## config.mk

```make
export PLATFORM = sky130hd
export DESIGN_NAME = vehicle_security_alarm_controller_top_flat
export DESIGN_NICKNAME = d
export VERILOG_FILES = /design/src/vsac_pkg.sv /design/src/vsac_if.sv /design/src/vehicle_security_alarm_controller_top.sv /design/src/vsac_cfg.sv /design/src/vsac_step.sv /design/src/flat_wrapper.sv
export SDC_FILE = /design/constraint.sdc
export NUM_CORES = 1
export LEC_CHECK = 0
export BUFFER_PORTS_ARGS = -buffer_cell sky130_fd_sc_hd__buf_4
export CAP_MARGIN = 20
export CORE_UTILIZATION = 45
export CTS_BUF_LIST = sky130_fd_sc_hd__clkbuf_4
export CTS_CLUSTER_SIZE = 14
export DETAILED_ROUTE_END_ITERATION = 6
export GPL_TIMING_DRIVEN = 1
export SYNTH_ARGS = -nofsm -noshare
export SYNTH_HDL_FRONTEND = slang
export SYNTH_HIERARCHICAL = 1
export SYNTH_SLANG_ARGS = --single-unit
```

## constraint.sdc

```tcl
create_clock -name clk_i -period 6.2 [get_ports clk_i]
set_input_delay 0.31 -clock clk_i [delete_from_list [all_inputs] [get_ports clk_i]]
set_output_delay 0.31 -clock clk_i [all_outputs]
set_load 0.05 [all_outputs]
```

## src/vsac_pkg.sv

```systemverilog
// Shared types and constants of the vehicle security alarm controller.
// Used by the channel interfaces and by every vsac module; no dependencies.
package vsac_pkg;

  // Configuration register indexes
  localparam logic [1:0] CFG_ARM_DELAY   = 2'd0;
  localparam logic [1:0] CFG_ALARM_DUR   = 2'd1;
  localparam logic [1:0] CFG_SHOCK_LOCK  = 2'd2;
  localparam logic [1:0] CFG_SHOCK_LIMIT = 2'd3;

  localparam int unsigned CfgIdxW  = 2;
  localparam int unsigned CfgDataW = 10;

  // Reset values of the configuration registers
  localparam logic [7:0] ARM_DELAY_RST   = 8'd10;
  localparam logic [9:0] ALARM_DUR_RST   = 10'd90;
  localparam logic [7:0] SHOCK_LOCK_RST  = 8'd10;
  localparam logic [3:0] SHOCK_LIMIT_RST = 4'd4;

  // Stored alarm causes
  localparam logic [1:0] CAUSE_NONE = 2'd0;
  localparam logic [1:0] CAUSE_LITE = 2'd1;
  localparam logic [1:0] CAUSE_HARD = 2'd2;
  localparam logic [1:0] CAUSE_DOOR = 2'd3;

  // Chirp codes
  localparam logic [3:0] CHIRP_NONE        = 4'd0;
  localparam logic [3:0] CHIRP_ARM_SIREN   = 4'd1;
  localparam logic [3:0] CHIRP_ARM_BLINK   = 4'd2;
  localparam logic [3:0] CHIRP_SHOCK_WARN  = 4'd3;
  localparam logic [3:0] CHIRP_DIS_LITE    = 4'd4;
  localparam logic [3:0] CHIRP_DIS_HARD    = 4'd5;
  localparam logic [3:0] CHIRP_DIS_DOOR    = 4'd6;
  localparam logic [3:0] CHIRP_DIS_ENGINE  = 4'd7;
  localparam logic [3:0] CHIRP_DIS_PLAIN   = 4'd8;

  localparam logic [3:0] SHOCK_CNT_MAX = 4'd15;

  typedef struct packed {
    logic second_tick;
    logic disarm_pressed;
    logic arm_pressed;
    logic door_open;
    logic ignition_on;
    logic lite_shock_pulse;
    logic hard_shock_active;
    logic engine_running;
    logic heating_active;
  } in_item_t;

  typedef struct packed {
    logic       armed;
    logic       arming;
    logic       alarm_active;
    logic       immobilizer_on;
    logic [3:0] chirp_code;
    logic [1:0] alarm_cause;
  } out_item_t;

  typedef struct packed {
    logic [7:0] arm_delay_s;
    logic [9:0] alarm_duration_s;
    logic [7:0] shock_lock_s;
    logic [3:0] shock_count_limit;
  } cfg_t;

  typedef struct packed {
    logic [31:0] seconds_now;
    logic        armed;
    logic        arming;
    logic [31:0] arm_start;
    logic        alarm;
    logic [31:0] alarm_start;
    logic        lite_en;
    logic [3:0]  shock_cnt;
    logic        warned;
    logic [31:0] window_end;
    logic [1:0]  cause;
    logic        block;
  } state_t;

endpackage

```

## src/vsac_if.sv

```systemverilog
// Valid/ready channel interfaces for poll items and result items.
// Depends on vsac_pkg for the payload types.
interface vsac_in_if;
  logic                valid;
  logic                ready;
  vsac_pkg::in_item_t  payload;

  modport source (output valid, output payload, input ready);
  modport sink   (input valid, input payload, output ready);
endinterface

interface vsac_out_if;
  logic                valid;
  logic                ready;
  vsac_pkg::out_item_t payload;

  modport source (output valid, output payload, input ready);
  modport sink   (input valid, input payload, output ready);
endinterface

```

## src/vehicle_security_alarm_controller_top.sv

```systemverilog
// Top level of the vehicle security alarm controller.
// Depends on vsac_pkg, vsac_if, vsac_cfg and vsac_step.
//
// Usage:
//   in_i   poll channel (valid/ready): one transaction per poll of the debounced
//          switch and sensor lines plus the one-second tick.
//   out_o  result channel (valid/ready): exactly one transaction per poll with
//          the armed, arming, alarm and immobilizer flags, chirp code and cause.
//   cfg_*  write-only register port: arm delay, alarm duration, shock window
//          length and shock count limit. Write only while the block is idle.
// Timing: a poll is captured in an input register and evaluated combinationally
//   against the controller state, landing in the output register; the result
//   is valid once it is in the output register and, with a ready receiver, is
//   taken from there. Throughput is one poll per cycle while the receiver is
//   ready, set by the combinational state update between the two registers.
// Reset: all controller state, the seconds count and the cause memory clear;
//   configuration registers return to their default values.
// Stall: while the receiver holds off, the result holds, one more poll waits
//   in the input register, and in_i.ready drops until the result is taken.
module vehicle_security_alarm_controller_top (
  input  logic                          clk_i,
  input  logic                          rst_ni,
  vsac_in_if.sink                       in_i,
  vsac_out_if.source                    out_o,
  input  logic                          cfg_we_i,
  input  logic [vsac_pkg::CfgIdxW-1:0]  cfg_idx_i,
  input  logic [vsac_pkg::CfgDataW-1:0] cfg_data_i
);

  vsac_pkg::cfg_t      cfg;
  vsac_pkg::state_t    st_q, st_d;
  vsac_pkg::in_item_t  in_q;
  vsac_pkg::out_item_t out_q, res;
  logic                in_vld_q, in_vld_d;
  logic                out_vld_q, out_vld_d;
  logic                advance;
  logic                in_ready;

  vsac_cfg u_cfg (
    .clk_i      (clk_i),
    .rst_ni     (rst_ni),
    .cfg_we_i   (cfg_we_i),
    .cfg_idx_i  (cfg_idx_i),
    .cfg_data_i (cfg_data_i),
    .cfg_o      (cfg)
  );

  vsac_step u_step (
    .st_i   (st_q),
    .item_i (in_q),
    .cfg_i  (cfg),
    .st_o   (st_d),
    .res_o  (res)
  );

  // the evaluated poll moves on whenever the output register is free
  assign advance  = !out_vld_q || out_o.ready;
  assign in_ready = !in_vld_q || advance;
  assign in_vld_d = in_ready ? in_i.valid : in_vld_q;
  assign out_vld_d = advance ? in_vld_q : out_vld_q;

  always_ff @(posedge clk_i or negedge rst_ni) begin
    if (!rst_ni) begin
      in_vld_q  <= 1'b0;
      out_vld_q <= 1'b0;
      st_q      <= '0;
    end else begin
      in_vld_q  <= in_vld_d;
      out_vld_q <= out_vld_d;
      if (in_vld_q && advance) begin
        st_q <= st_d;
      end
    end
  end

  always_ff @(posedge clk_i) begin
    if (in_i.valid && in_ready) begin
      in_q <= in_i.payload;
    end
    if (in_vld_q && advance) begin
      out_q <= res;
    end
  end

  assign in_i.ready    = in_ready;
  assign out_o.valid   = out_vld_q;
  assign out_o.payload = out_q;

endmodule

```

## src/vsac_cfg.sv

```systemverilog
// Configuration register file: four write-only registers with reset values.
// Depends on vsac_pkg.
module vsac_cfg (
  input  logic                                clk_i,
  input  logic                                rst_ni,
  input  logic                                cfg_we_i,
  input  logic [vsac_pkg::CfgIdxW-1:0]        cfg_idx_i,
  input  logic [vsac_pkg::CfgDataW-1:0]       cfg_data_i,
  output vsac_pkg::cfg_t                      cfg_o
);

  vsac_pkg::cfg_t cfg_q, cfg_d;

  always_comb begin
    cfg_d = cfg_q;
    if (cfg_we_i) begin
      case (cfg_idx_i)
        vsac_pkg::CFG_ARM_DELAY:   cfg_d.arm_delay_s       = cfg_data_i[7:0];
        vsac_pkg::CFG_ALARM_DUR:   cfg_d.alarm_duration_s  = cfg_data_i[9:0];
        vsac_pkg::CFG_SHOCK_LOCK:  cfg_d.shock_lock_s      = cfg_data_i[7:0];
        vsac_pkg::CFG_SHOCK_LIMIT: cfg_d.shock_count_limit = cfg_data_i[3:0];
        default:                   cfg_d = cfg_q;
      endcase
    end
  end

  always_ff @(posedge clk_i or negedge rst_ni) begin
    if (!rst_ni) begin
      cfg_q.arm_delay_s       <= vsac_pkg::ARM_DELAY_RST;
      cfg_q.alarm_duration_s  <= vsac_pkg::ALARM_DUR_RST;
      cfg_q.shock_lock_s      <= vsac_pkg::SHOCK_LOCK_RST;
      cfg_q.shock_count_limit <= vsac_pkg::SHOCK_LIMIT_RST;
    end else begin
      cfg_q <= cfg_d;
    end
  end

  assign cfg_o = cfg_q;

endmodule

```

## src/vsac_step.sv

```systemverilog
// Combinational evaluation of one poll: next controller state and result.
// Depends on vsac_pkg.
module vsac_step (
  input  vsac_pkg::state_t    st_i,
  input  vsac_pkg::in_item_t  item_i,
  input  vsac_pkg::cfg_t      cfg_i,
  output vsac_pkg::state_t    st_o,
  output vsac_pkg::out_item_t res_o
);

  vsac_pkg::state_t s;
  logic [3:0]       chirp;

  function automatic vsac_pkg::state_t raise_alarm(vsac_pkg::state_t x);
    vsac_pkg::state_t r;
    r             = x;
    r.alarm_start = x.seconds_now;
    r.alarm       = 1'b1;
    r.warned      = 1'b0;
    r.block       = 1'b1;
    r.lite_en     = 1'b0;
    return r;
  endfunction

  function automatic vsac_pkg::state_t disarm_state(vsac_pkg::state_t x);
    vsac_pkg::state_t r;
    r           = x;
    r.block     = 1'b0;
    r.lite_en   = 1'b0;
    r.armed     = 1'b0;
    r.alarm     = 1'b0;
    r.shock_cnt = '0;
    r.arming    = 1'b0;
    r.cause     = vsac_pkg::CAUSE_NONE;
    return r;
  endfunction

  function automatic logic [3:0] disarm_chirp(logic [1:0] cause, logic engine);
    logic [3:0] c;
    case (cause)
      vsac_pkg::CAUSE_LITE: c = vsac_pkg::CHIRP_DIS_LITE;
      vsac_pkg::CAUSE_HARD: c = vsac_pkg::CHIRP_DIS_HARD;
      vsac_pkg::CAUSE_DOOR: c = vsac_pkg::CHIRP_DIS_DOOR;
      default: c = engine ? vsac_pkg::CHIRP_DIS_ENGINE : vsac_pkg::CHIRP_DIS_PLAIN;
    endcase
    return c;
  endfunction

  always_comb begin
    s     = st_i;
    chirp = vsac_pkg::CHIRP_NONE;

    if (item_i.second_tick) begin
      s.seconds_now = s.seconds_now + 32'd1;
    end

    if (item_i.lite_shock_pulse && s.lite_en && !item_i.heating_active) begin
      s.lite_en = 1'b0;
      if (s.shock_cnt < vsac_pkg::SHOCK_CNT_MAX) begin
        s.shock_cnt = s.shock_cnt + 4'd1;
      end
    end

    if (s.armed) begin
      // shock rule, skipped in heating mode
      if (!item_i.heating_active && s.shock_cnt != 4'd0 && !s.alarm) begin
        s.block = 1'b1;
        if (s.shock_cnt == 4'd1 && !s.warned) begin
          s.window_end = s.seconds_now + 32'(cfg_i.shock_lock_s);
          chirp        = vsac_pkg::CHIRP_SHOCK_WARN;
          s.warned     = 1'b1;
          s.cause      = vsac_pkg::CAUSE_LITE;
        end
        if (s.seconds_now > s.window_end) begin
          if (s.shock_cnt < cfg_i.shock_count_limit) begin
            s.warned = 1'b0;
          end else begin
            s.window_end = s.seconds_now + 32'(cfg_i.shock_lock_s);
          end
          s.shock_cnt = '0;
        end
        s.lite_en = 1'b1;
        if (item_i.hard_shock_active) begin
          s       = raise_alarm(s);
          s.cause = vsac_pkg::CAUSE_HARD;
        end
      end

      if (!s.alarm && item_i.door_open) begin
        s       = raise_alarm(s);
        s.cause = vsac_pkg::CAUSE_DOOR;
      end

      // in heating mode a disarm comes first and leaves no alarm to time out
      if (!(item_i.heating_active && item_i.disarm_pressed) && s.alarm &&
          (s.seconds_now > s.alarm_start + 32'(cfg_i.alarm_duration_s))) begin
        s.alarm   = 1'b0;
        s.warned  = 1'b0;
        s.lite_en = 1'b1;
      end

      if (item_i.disarm_pressed) begin
        chirp = disarm_chirp(s.cause, item_i.engine_running);
        s     = disarm_state(s);
      end
    end

    if (!s.armed) begin
      if (!s.arming && item_i.arm_pressed && !item_i.door_open &&
          (item_i.heating_active || !item_i.ignition_on)) begin
        s.arm_start = s.seconds_now;
        s.arming    = 1'b1;
        s.shock_cnt = '0;
        chirp = item_i.engine_running ? vsac_pkg::CHIRP_ARM_SIREN
                                      : vsac_pkg::CHIRP_ARM_BLINK;
      end
      if (s.arming) begin
        if (s.seconds_now > s.arm_start + 32'(cfg_i.arm_delay_s)) begin
          s.arming = 1'b0;
          s.armed  = 1'b1;
          if (!item_i.heating_active) begin
            s.warned  = 1'b0;
            s.lite_en = 1'b1;
          end
        end
        if (item_i.disarm_pressed) begin
          chirp = disarm_chirp(s.cause, item_i.engine_running);
          s     = disarm_state(s);
        end
      end
    end

    st_o                 = s;
    res_o.armed          = s.armed;
    res_o.arming         = s.arming;
    res_o.alarm_active   = s.alarm;
    res_o.immobilizer_on = s.block;
    res_o.chirp_code     = chirp;
    res_o.alarm_cause    = s.cause;
  end

endmodule
```

## src/flat_wrapper.sv

```systemverilog
// flat-port wrapper written by rule: the top's interface ports become plain ports
module vehicle_security_alarm_controller_top_flat 
  (clk_i, rst_ni, cfg_we_i, cfg_idx_i, cfg_data_i, in_i_valid, in_i_payload, in_i_ready, out_o_valid, out_o_payload, out_o_ready);
  vsac_in_if in_i_i ();
  vsac_out_if out_o_i ();
  input  logic clk_i;
  input  logic rst_ni;
  input  logic cfg_we_i;
  input  logic [vsac_pkg::CfgIdxW-1:0] cfg_idx_i;
  input  logic [vsac_pkg::CfgDataW-1:0] cfg_data_i;
  input wire logic [$bits(in_i_i.valid)-1:0] in_i_valid;
  input wire logic [$bits(in_i_i.payload)-1:0] in_i_payload;
  output wire logic [$bits(in_i_i.ready)-1:0] in_i_ready;
  output wire logic [$bits(out_o_i.valid)-1:0] out_o_valid;
  output wire logic [$bits(out_o_i.payload)-1:0] out_o_payload;
  input wire logic [$bits(out_o_i.ready)-1:0] out_o_ready;
  assign in_i_i.valid = in_i_valid;
  assign in_i_i.payload = in_i_payload;
  assign in_i_ready = in_i_i.ready;
  assign out_o_valid = out_o_i.valid;
  assign out_o_payload = out_o_i.payload;
  assign out_o_i.ready = out_o_ready;
  vehicle_security_alarm_controller_top u_core (.clk_i(clk_i), .rst_ni(rst_ni), .in_i(in_i_i), .out_o(out_o_i), .cfg_we_i(cfg_we_i), .cfg_idx_i(cfg_idx_i), .cfg_data_i(cfg_data_i));
endmodule
```

== Word-level counts from Yosys, hierarchy flattened ==
Cells that the tools add are included.
W data, S select, Z words.
Operators by class
  add/subtract/negate cells: 5
  magnitude comparators: 5
  equality and inequality tests: 10
  muxes and demuxes: 42
  reductions and logical operators: 33
Operator list (number)
  $mux W108: 4
  $mux W140: 3
  $mux W74: 3
  $mux W35: 3
  $gt A32 B32 Y1: 3
  $mux W33: 2
  $add A32 B8 Y32: 2
  $mux W32: 2
  $mux W37: 1
  $mux W4: 9
  $add A32 B1 Y32 const B: 1
  $add A32 B10 Y32: 1
  $pmux W4 S3: 2
  $logic_and A1 B1 Y1: 14
  $eq A2 B2 Y1 const B: 6
  $logic_not A1 Y1: 10
  $mux W1: 8
  $mux W2: 4
  $reduce_and A2 Y1: 4
  $eq A2 B1 Y1 const B: 3
  $mux W5: 1
  $add A4 B1 Y4 const B: 1
  $eq A4 B1 Y1 const B: 1
  $lt A4 B4 Y1: 1
  4 further kinds: 6
Word-level totals
  bits in registers: 191
  input port bits: 26
  output and inout bits: 12
  logic and storage cells: 128

== Depth between registers and ports, before layout ==
  depth in word-level cells: 35
  depth in mapped cells: 33
  depth with buffers taken out: 30

== By module ==
Netlist, hierarchy kept.
By module, submodules not included
  vsac_step: times used 1, cells each 1281, area an instance 8677.1 µm², seq. area each 0.0 µm²
  vehicle_security_alarm_controller_top: times used 1, cells each 323, area an instance 6259.8 µm², seq. area each 4124.0 µm²
  vsac_cfg: times used 1, cells each 65, area an instance 1149.9 µm², seq. area each 762.0 µm²

== Worst setup path before layout ==
Ideal clock, no wire load.
  path kind: register -> register
  from: register u_core/st_q[36] (netlist name)
  to: register u_core/st_q[40] (netlist name)
  library setup time: 0.125 ns
  arrival time: 6.260 ns
  required time: 6.075 ns
  path slack: -0.184 ns
  cell stages (with the launch flop): 32
  buffers on the path: 2
  period minus slack after synthesis: 6.384 ns
  path through: dfrtp_1 ha_1 or4b_1 o2bb2ai_1 o21ai_0 nand2_1 clkbuf_1 clkbuf_1 nor2_1 a21oi_1 ha_1 fa_1 a21o_1 a21oi_1 o211ai_1 a21oi_1 o21a_1 nor3_1 xnor2_1 nor2_1 a21oi_1 ha_1 a21o_1 a21o_1 a21oi_1 o21ai_0 nor4_1 a31oi_1 o32a_1 a211oi_1 nor3_1 mux2_2
RTL lines
  start: declaration: RTL line vehicle_security_alarm_controller_top.sv:31  | vsac_pkg::state_t st_q, st_d;
  start signal: assignment: RTL line vehicle_security_alarm_controller_top.sv:71  | st_q <= st_d;

==> summary.txt <==
Status
  – Status: complete, but fails checks
  – Failing checks: design-rule violations

Worst setup path
  – Top delay family on crit path: compound AO/OA/AOI/OAI gates
  – Slowest stage delay, CP: 0.45 ns
  – R2R Path End: u_core/st_q[40]
  – Worst EP required: 6.75 ns
  – CP Buf/Inv Count: 2
  – Critical-path top delay cell: edfxtp_1
  – Worst Reg-to-Reg Cells: 27
  – Element type at the critical path end: register
  – Crit Path Class: register to register
  – Reg2Reg Setup Slack: 0.02 ns
  – Setup crit start kind: register
  – Critical path peak fanout: 7
  – Crit path arrival time: 6.73 ns
  – Reg-to-reg startpoint: u_core/in_q[0]
  – CP startpoint: u_core/in_q[0]

Layout
  – FF+latch area: 0.00489 mm2
  – Synth-to-layout area growth: 16.4%
  – Layout cells sized above 1: 0.296
  – Fin cells: 2315
  – Post-Route Utilization: 0.537
  – FILL cells: 3166
  – Area taken by multi-input logic gates: 0.0109 mm2
  – Final nets: 2001
  – Fin area: 0.0187 mm2

STA
  – Post-Route Skew: 0.0276 ns
  – FMAX: 162 MHz
  – RSZ-0062 raised after global routing: true
  – Fin. Hold Viols: 0
  – Final Setup Violations: 0
  – Final Critical Period: 6.18 ns
  – Final Max Tran Viols: 0
  – Setup TNS: 0 ns
  – Slew @ Worst Pin: 1.10 ns
  – Relative max-transition margin: 0.268
  – Period utilization: 0.997

Global routing
  – Initial antenna violation count: 1
  – Tot GR Track Use: 0.256
  – Pin count of the biggest net entering global routing: 135
  – First-pass GRT wire length: 72.4 mm
  – Vias in the first global route: 12900
  – Overflow after GRT: 0

Detailed routing
  – DR vias: 13400
  – Routed WL: 45.8 mm
  – Post-route DRC: 4
  – WL per Instance: 19.8 um
  – Post-DRT Antenna Nets: 0
  – Drt pass-1 iters: 7
  – Iter 0 DRT Violations: 913
  – Vias per cell: 5.77

Clocking
  – Clk sink count: 191
  – Maximum root-to-sink buffer count: 2
  – CTS tree: done
  – CTS H-tree depth: 4
  – Clk_lat worst skew: 0.65 ns
  – CTS clk-pin slew, worst paths: 0.16 ns
  – TritonCTS Buffers: 17
  – Root buf cell: clkbuf_4

Floorplanning
  – Core Rows: 68
  – I/O pin count: 38
  – Die Width: 191 um
  – Die ar.: 0.0365 mm2
  – Core area: 0.0349 mm2
  – Initial Util: 0.461
  – Die Y: 191 um

Yosys
  – Synth Instances: 1669
  – Post-synth design cell area: 0.0161 mm2
  – Sequential share of the synthesized area: 0.304
  – Synth Area per Inst: 9.64 um2
  – Synth cell count leaders: dfrtp_1, nand2_1, ha_1
  – EDFF count, synth: 19
  – Yosys warns: 6
  – Ys async rst share: 0.901
  – Synth Register Bits: 191
  – Area share of the largest cell type after synthesis: 0.254
  – Most numerous cell in the Yosys netlist: dfrtp_1
  – Synth Net Count: 1825
  – Count of cell types in the netlist: 90
  – Synth area leaders: dfrtp_1, ha_1, mux2_2
  – Ys flop type: dfrtp_1
  – Synth area leader: dfrtp_1

Placed design
  – RePlAce Congestion: 0.891
  – Placed Cells: 2231
  – IO buf count: 37
  – HPWL after DPL: 33.5 mm
  – Dpl cell area: 0.0177 mm2

Worst hold path
  – Hold Path End: u_core/u_cfg/cfg_o[27]
  – Hold crit path type: input pin to register
  – Hold Crit Depth: 3
  – Hold Path Origin: cfg_idx_i[0]

Job
  – Max-cap violations: 0

Power
  – Psw: 1.88 mW
  – Lkg Pwr: 8.81 nW
  – Int Pwr: 2.80 mW
  – Clk pwr share: 0.146
  – Switching share of total power: 0.402
  – Flop pwr share: 0.351
  – Total Power: 4.68 mW
  – Peak supply drop: 0.000179 V
  – PD cells: 250 mW/mm2
  – Comb power frac: 0.503
-- how the worst max path moves through the flow --
| stage | end | slack (ns) | depth (start not counted) |
|---|---|---|---|
| floorplan | u_core/st_q[40] | -0.03 | 31 |
| global placement | u_core/st_q[40] | -0.29 | 29 |
| detailed placement | u_core/st_q[40] | -0.35 | 25 |
| CTS | u_core/st_q[73] | -0.01 | 29 |
| global route | u_core/st_q[40] | -0.27 | 30 |
| finish | u_core/st_q[40] | 0.02 | 27 |
-- worst register-to-register path, stage by stage (launching register included) --
cell	delay [ns]
edfxtp_1	0.45
buf_4	0.16
nand4b_1	0.25
nor4b_2	0.29
buf_4	0.17
o2bb2ai_2	0.07
o21ai_2	0.21
nand2_4	0.13
a21oi_2	0.19
ha_2	0.20
fa_2	0.20
a21o_1	0.13
a21oi_2	0.07
o211ai_1	0.34
a21oi_2	0.13
o21a_4	0.26
a2111oi_4	0.38
nand2b_1	0.22
xor2_1	0.19
ha_1	0.31
a21o_1	0.18
a21o_1	0.21
nor4_4	0.26
a31oi_1	0.13
o32a_1	0.42
a211oi_2	0.20
nor3_1	0.07
mux2_2	0.28
-- per-layer routing --
layer / vias up / track usage / wire, um
li1: 6429 / - / -
met1: 6499 / 0.358 / 21400
met2: 373 / 0.411 / 21100
met3: 66 / 0.0314 / 2230
met4: 0 / 0.0775 / 1060
met5: - / 0 / 0
-- kinds of logic after synthesis --
logic type	Yosys count	share of synthesized area
simple gates	494	0.156
compound gates	344	0.133
mux	255	0.196
flops	191	0.304
fa+ha+maj	130	0.103
buf+inv	129	0.0399
xor+xnor	126	0.0691
-- state kept, by name (all words and copies together) (netlist names) --
register / flops
u_core/st_q: 140
u_core/out_o.valid: 1
u_core/in_q: 9
u_core/out_o.payload: 10
u_core/u_cfg/cfg_o: 30
u_core/in_vld_q: 1
-- power groups by stage --
stage | clock network [mW] | registers (mW) | logic, mW
after floorplan | 0 | 1.63 | 1.51
after global placement | 0 | 1.65 | 2.17
after detailed placement | 0 | 1.65 | 2.20
after CTS | 0.712 | 1.63 | 2.25
after global routing | 0.756 | 1.67 | 2.59
final | 0.685 | 1.64 | 2.35
-- timing repair --
item	CTS	global route
cloned	0	1
endpoints found under the setup margin	35	44
endpoints found under the hold margin	98	0
resized for setup	18	70
setup buffers	4	22
pin swaps	6	30
hold buffers	23	0
-- final cells by class --
class,count,share of cell area
diodes,2,0.000267
clock buffers,19,0.00762
clock inverters,13,0.00608
inverters,58,0.0116
multi-input cells,1349,0.584
flip-flops and latches,191,0.261
well taps,455,0.0304
repair buffers,228,0.0990
-- placed cells by master (no fill, tap or decap), drive strengths merged, types with 11 or more instances in the layout --
cell type	count
a21o	34
a21oi	104
a31oi	11
and2	13
and3	16
buf	203
clkbuf	21
dfrtp	163
dlygate4sd3	23
edfxtp	19
ha	127
inv	60
mux2	212
mux2i	43
nand2	142
nand2b	12
nand3	39
nand4	34
nor2	125
nor2b	11
nor3	34
nor4	18
o21a	19
o21ai	103
xnor2	84
xor2	42
-- metrics by stage --
step	hold WS, ns	setup WS, ns
6_report	0.106	0.0202
5_1_grt	0.0780	-0.269
4_1_cts	0.0545	-0.0120
3_5_place_dp	0.385	-0.348
3_3_place_gp	0.382	-0.287
2_1_floorplan	0.0144	-0.0296
Power figures use the tool's default switching activity.
